===== config.mk =====
export PLATFORM = sky130hd
export DESIGN_NAME = pbpc_ctrl
export DESIGN_NICKNAME = d
export VERILOG_FILES = /design/src/design/pbpc_pkg.sv /design/src/design/pbpc_ctrl.sv
export SDC_FILE = /design/constraint.sdc
export NUM_CORES = 1
export LEC_CHECK = 0
export BUFFER_PORTS_ARGS = -buffer_cell sky130_fd_sc_hd__buf_4
export CORE_AREA = 2 2 39 41
export CTS_CLUSTER_DIAMETER = 50
export DETAILED_ROUTE_END_ITERATION = 7
export DIE_AREA = 0 0 41 43
export SYNTH_ARGS = -nofsm -noshare
export SYNTH_HDL_FRONTEND = slang
export SYNTH_SLANG_ARGS = --single-unit

===== constraint.sdc =====
create_clock -name aclk -period 1.4 [get_ports aclk]
set_clock_uncertainty 0.1 [all_clocks]
set_input_delay 0.07 -clock aclk [delete_from_list [all_inputs] [get_ports aclk]]
set_output_delay 0.07 -clock aclk [all_outputs]
set_load 0.005 [all_outputs]

===== src/design/pbpc_pkg.sv =====
// shared types and constants of the pulse baseline, peak and charge unit
package pbpc_pkg;

    // fixed field widths
    localparam int SAMPLE_BITS = 12;
    localparam int BASELINE_W  = 16;
    localparam int PEAK_W      = 12;
    localparam int AMP_W       = 17;
    localparam int SUM_W       = 22;
    localparam int REMOVED_W   = 8;
    localparam int COUNT_W     = 8;
    localparam int THR_W       = 4;
    localparam int FRAC_BITS   = 4;

    // configuration port
    localparam int CFG_IDX_W  = 1;
    localparam int CFG_DATA_W = 8;

    localparam logic [CFG_IDX_W-1:0] REG_BASELINE_COUNT  = 1'd0;
    localparam logic [CFG_IDX_W-1:0] REG_THRESHOLD_SIGMA = 1'd1;

    localparam logic [COUNT_W-1:0] BASE_COUNT_RESET = 8'd71;
    localparam logic [THR_W-1:0]   THR_RESET        = 4'd5;

    // controller states
    typedef enum logic [2:0] {
        ST_RUN,
        ST_PREP_MUL,
        ST_PREP_SUB,
        ST_PREP_SCALE,
        ST_WALK,
        ST_DRAIN,
        ST_DIV,
        ST_FIN
    } state_t;

    // commands from controller to datapath
    typedef struct packed {
        logic accept;
        logic prep_mul;
        logic prep_sub;
        logic prep_scale;
        logic walk_issue;
        logic div_start;
        logic out_load;
    } cmd_t;

    // status from datapath to controller
    typedef struct packed {
        logic record_end;
        logic walk_last;
        logic walk_busy;
        logic div_done;
    } sts_t;

endpackage


===== src/design/pbpc_ctrl.sv =====
// controller state machine: record intake, end-of-record sequence and result hand-off
module pbpc_ctrl (
    input  logic            aclk,
    input  logic            aresetn,
    input  logic            s_valid,
    output logic            s_ready,
    output logic            m_valid,
    input  logic            m_ready,
    input  pbpc_pkg::sts_t  sts,
    output pbpc_pkg::cmd_t  cmd
);

    pbpc_pkg::state_t state_reg, state_next;
    logic             out_valid_reg, out_valid_next;

    // state and result valid registers
    always_ff @(posedge aclk) begin
        if (!aresetn) begin
            state_reg     <= pbpc_pkg::ST_RUN;
            out_valid_reg <= 1'b0;
        end else begin
            state_reg     <= state_next;
            out_valid_reg <= out_valid_next;
        end
    end

    // next state and commands
    always_comb begin
        state_next = state_reg;
        cmd        = '0;
        s_ready    = 1'b0;
        case (state_reg)
            pbpc_pkg::ST_RUN: begin
                s_ready    = 1'b1;
                cmd.accept = s_valid;
                if (s_valid && sts.record_end) begin
                    state_next = pbpc_pkg::ST_PREP_MUL;
                end
            end
            pbpc_pkg::ST_PREP_MUL: begin
                cmd.prep_mul = 1'b1;
                state_next   = pbpc_pkg::ST_PREP_SUB;
            end
            pbpc_pkg::ST_PREP_SUB: begin
                cmd.prep_sub = 1'b1;
                state_next   = pbpc_pkg::ST_PREP_SCALE;
            end
            pbpc_pkg::ST_PREP_SCALE: begin
                cmd.prep_scale = 1'b1;
                state_next     = pbpc_pkg::ST_WALK;
            end
            pbpc_pkg::ST_WALK: begin
                cmd.walk_issue = 1'b1;
                if (sts.walk_last) begin
                    state_next = pbpc_pkg::ST_DRAIN;
                end
            end
            pbpc_pkg::ST_DRAIN: begin
                if (!sts.walk_busy) begin
                    cmd.div_start = 1'b1;
                    state_next    = pbpc_pkg::ST_DIV;
                end
            end
            pbpc_pkg::ST_DIV: begin
                if (sts.div_done) begin
                    state_next = pbpc_pkg::ST_FIN;
                end
            end
            pbpc_pkg::ST_FIN: begin
                // wait until the result register is free
                if (!out_valid_reg || m_ready) begin
                    cmd.out_load = 1'b1;
                    state_next   = pbpc_pkg::ST_RUN;
                end
            end
            default: begin
                state_next = pbpc_pkg::ST_RUN;
            end
        endcase
    end

    // result valid held until the transaction completes
    always_comb begin
        if (cmd.out_load) begin
            out_valid_next = 1'b1;
        end else if (m_ready) begin
            out_valid_next = 1'b0;
        end else begin
            out_valid_next = out_valid_reg;
        end
    end

    assign m_valid = out_valid_reg;

endmodule


# Word level (Yosys, flattened, before mapping)
# Index checks and enable logic that the tools add are counted.
[totals]
ff_bits = 4
input_bits = 8
out_inout_bits = 9
elab_cells = 38
[classes]
n_eq_ne = 12
n_mux = 18
reduce_logical = 6
[op_table]
columns = ["operator", "count"]
rows = [
  ["one-hot mux 3 bit (8 select lines)", 1],
  ["2-to-1 mux 3 bit", 5],
  ["== test 3 bit, second input constant", 4],
  ["2-to-1 mux 1 bit", 12],
  ["!= test 2 bit, second input constant", 5],
  ["== test 3 x 2 -> 1 bit, second input constant", 2],
  ["AND reduction 5 bit", 1],
  ["== test 3 x 1 -> 1 bit, second input constant", 1],
  ["logical NOT 3 bit", 1],
  ["nonzero test 2 bit", 1],
  ["logical AND 1 bit", 1],
  ["logical NOT 1 bit", 1],
  ["logical OR 1 bit", 1],
]

# Logic depth before layout (Yosys ltp)
[depth]
ltp_word = 5
ltp_mapped = 6
ltp_nobuf = 6

# Worst setup path after synthesis
# OpenSTA, ideal clock, no wires.
[synth_path]
kind = "register -> register"
from = "reg state_reg[0]"
to = "reg state_reg[0]"
setup_ns = 0.129
t_arrival_ns = 1.280
required_ns = 1.171
path_slack_ns = -0.109
path_stages_with_launch = 6
n_path_buf = 0
synth_period_minus_slack_ns = 1.509
cell_sequence = "dfxtp_1 -> inv_1 -> ha_1 -> a222oi_1 -> o221ai_1 -> mux2i_1"
[synth_via]
elab_chain_cells = 3
word_cells_on_any_way = 15
classes_between = "eq/ne (12); mux (1); reduce/logical (2)"
[synth_rtl]
columns = ["item", "line", "text"]
rows = [
  ["start: declaration", "pbpc_ctrl.sv:13", "pbpc_pkg::state_t state_reg, state_next;"],
  ["start signal: assignment", "pbpc_ctrl.sv:19", "state_reg <= pbpc_pkg::ST_RUN;"],
  ["start signal: assignment", "pbpc_ctrl.sv:22", "state_reg <= state_next;"],
  ["== test 3 bit or logical NOT 3 bit (tied branches)", "pbpc_ctrl.sv:32", "case (state_reg)"],
  ["!= test 2 bit (no line)", "n/a", ""],
  ["AND reduction 5 bit (no line)", "n/a", ""],
]
# Parallel ways exist; a longest one is shown, timed or not.
# A chain may end at the register's enable or synchronous reset.

# Worst setup path after layout
[layout_path]
from = "reg state_reg[1]"
to = "reg state_reg[0]"
# The elaborated chain is that of the path after synthesis.

==> metrics.csv <==
stage,metric,value,unit
setup_path,crit path max fanout,3,
sta,Max-slew headroom,76.08,%
place,DP Cell Count,82,
global_route,vias in the first global route,335,
cts,clk buf depth,2,
power_and_ir_drop,total power,0.0009372,W
logic_synthesis,sequential area share after synthesis,24.81,%
power_and_ir_drop,Max IR drop VDD,459.1,uV
sta,post-layout min period,1504,ps
detailed_routing,drt initial violations,1,
power_and_ir_drop,sequential power share,19.3,%
cts,CTS tree,yes,
cts,Root Driver,clkbuf_4,
final_layout,"commonest non-fill, non-tap cell in the layout",buf_4,
power_and_ir_drop,switch share,34.88,%
logic_synthesis,Yosys top cell by area,dfxtp_1,
min_path,HP Class,input port to flip-flop,
detailed_routing,wire length per cell,9.437,microns
detailed_routing,vias,372,
setup_path,Crit path required time,1400,ps
place,"Cell Area, Placed",535.5,sq um
detailed_routing,first-pass iteration count of the detailed router,4,
global_route,first-pass GRT wire length,1186,microns
sta,max-slew violation count,0,
final_layout,Filler cells,137,
logic_synthesis,Syn. warnings,0,
logic_synthesis,synthesized area,322.8,sq um
sta,unrepaired setup endpoints after global routing,yes,
detailed_routing,drt drc,0,
final_layout,Layout Area Growth over Synthesis,93.41,%
cts,H-tree depth,1,
logic_synthesis,area share of xor/xnor cells in the synthesized design,0,%
outcome,status,"finished, violations left",
logic_synthesis,syn_nets,55,
logic_synthesis,post-synthesis adder-cell area fraction,15.50,%
final_layout,most frequent cells in the layout,"buf_4, nand2_1, buf_6",
global_route,total track usage,10.03,%
cts,# clock sinks,4,
floorplan,die width,41,microns
sta,Slew @ Worst Pin,358.9,ps
setup_path,CP Class,flip-flop to flip-flop,
final_layout,Final nets,85,
power_and_ir_drop,Comb power frac,65.5,%
logic_synthesis,mux contribution to synthesized area,6.202,%
place,Buffers on Ports,16,
setup_path,Worst Setup Start Kind,flip-flop,
detailed_routing,post-DR vias/cell,4.276,
logic_synthesis,Synth top area share,24.81,%
power_and_ir_drop,Int Power,0.0006103,W
power_and_ir_drop,Net Switching,0.0003269,W
final_layout,finished layout cell area,624.3,sq um
cts,CTS buffer count,3,
floorplan,Initial Util,23.33,%
cts,clock latency on the worst-skew pair,240,ps
logic_synthesis,fraction of the mapped netlist area in compound gates,14.34,%
place,dpl ws,-128.7,ps
logic_synthesis,post-synthesis cell type count,16,
final_layout,footprint of the multi-input gates,260.3,sq um
logic_synthesis,mean area per synthesized cell,7.507,sq um
flow_run,maxcap violations,0,
setup_path,crit end category,flip-flop,
detailed_routing,total wire length,821,microns
logic_synthesis,"FF+latch count, synth",4,
global_route,overflow left after global routing,0,
final_layout,share of layout cells above drive strength 1,57.75,%
floorplan,row count,14,
detailed_routing,Antenna Nets Post-Route,0,
setup_path,crit path DAT,1510,ps
place,Placer Congestion,0.7757,
power_and_ir_drop,leakage power total,0.2977,nW
outcome,failing checks,negative setup slack,
logic_synthesis,Mapped Cells,43,
final_layout,Layout Cells excl Fill,87,
floorplan,io pins,17,
logic_synthesis,largest family of logic cells by synthesized area,simple AND/OR/NAND/NOR gates,
final_layout,max reg flops,3,
final_layout,Register Area,82.58,sq um
power_and_ir_drop,pwr dens,1501,mW/mm^2
sta,period utilization,107.4,%
sta,Final Hold Viols,0,
floorplan,core area,0.001384,sq mm
sta,final setup margin,-103.8,ps
sta,achievable clock frequency,665.0,MHz
floorplan,die height,43,microns
sta,setup violators final,5,
final_layout,Diodes inserted,0,
power_and_ir_drop,Clock power frac,15.2,%
global_route,initial antenna violation count,0,
floorplan,die area,0.001763,sq mm
global_route,largest net degree at the start of global routing,8,
logic_synthesis,synth top area cells,"dfxtp_1, ha_1, nand2_1",
logic_synthesis,Simple-Gate Fraction of Synth Area,29.46,%
cts,Worst-path clk slew,40,ps
## critical path, stage by stage (launching register included)
cell and delay (ps):
dfxtp_2 340, inv_2 60, ha_4 160, a222oi_1 390, o221ai_2 180, mux2i_1 150
## worst paths after layout
check / start / end / slack [ps] / cells past startpoint
worst min register to register: m_valid / m_valid / 480 / 2
worst max register to register: state_reg[1] / state_reg[0] / -100 / 5
worst max-delay path: state_reg[1] / state_reg[0] / -100 / 5
worst min-delay path: m_ready / m_valid / 110 / 3
## layer usage
metal	part of all wire (%)	global-route usage, %	up-vias
met5	0	0	-
met2	52	17.19	11
met3	6.8	6.283	0
li1	-	-	195
met1	41	9.615	166
met4	0	2.000	0
## stage by stage
step	hold WS [ps]	util [%]	setup TNS [ps]
3_3_place_gp	250.2	38.70	-160.3
2_1_floorplan	71.10	-	-48.67
5_1_grt	148.7	45.12	-808.2
4_1_cts	93.74	43.40	-502.2
3_5_place_dp	249.3	38.70	-237.5
6_report	111.7	45.12	-424.8
## power by group through the flow
stage	logic [W]	registers (W)	clock network, W
after floorplan	0.000283	0.000176	0
after global placement	0.000540	0.000179	0
after detailed placement	0.000542	0.000181	0
after CTS	0.000592	0.000180	0.000149
after global routing	0.000690	0.000184	0.000153
final	0.000614	0.000181	0.000143
## what timing repair did
action | in CTS | in global routing
endpoints found under the setup margin | 5 | 9
setup buffers | 1 | 0
resized for setup | 6 | 5
hold buffers | 1 | 0
cloned | 0 | 0
endpoints found under the hold margin | 1 | 0
pin swaps | 0 | 2
## cell families (layout without fill, tap and decap cells)
logic type / Yosys count / in the layout
buffers and inverters: 7 / 35
flip-flops: 4 / 4
multiplexers: 2 / 2
AO/OA/AOI/OAI: 6 / 6
AND/OR/NAND/NOR: 20 / 20
adder cells (fa/ha/maj): 4 / 4
## cell usage after synthesis
library cell,n
nand2_1,10
inv_1,5
nor2b_1,5
dfxtp_1,4
ha_1,4
and2_1,2
mux2i_1,2
nor2_1,2
o31ai_1,2
a21boi_0,1
a21oi_1,1
a222oi_1,1
buf_2,1
buf_4,1
nand2b_1,1
o221ai_1,1
## cell type report
cell class	instances	share of cell area, %
well taps	16	3.206
repair buffers	27	35.27
multi-input cells	32	41.68
clock buffers	3	3.607
flip-flops and latches	4	13.23
inverters	5	3.006
Note: power is estimated with default switching activity, not from simulation.
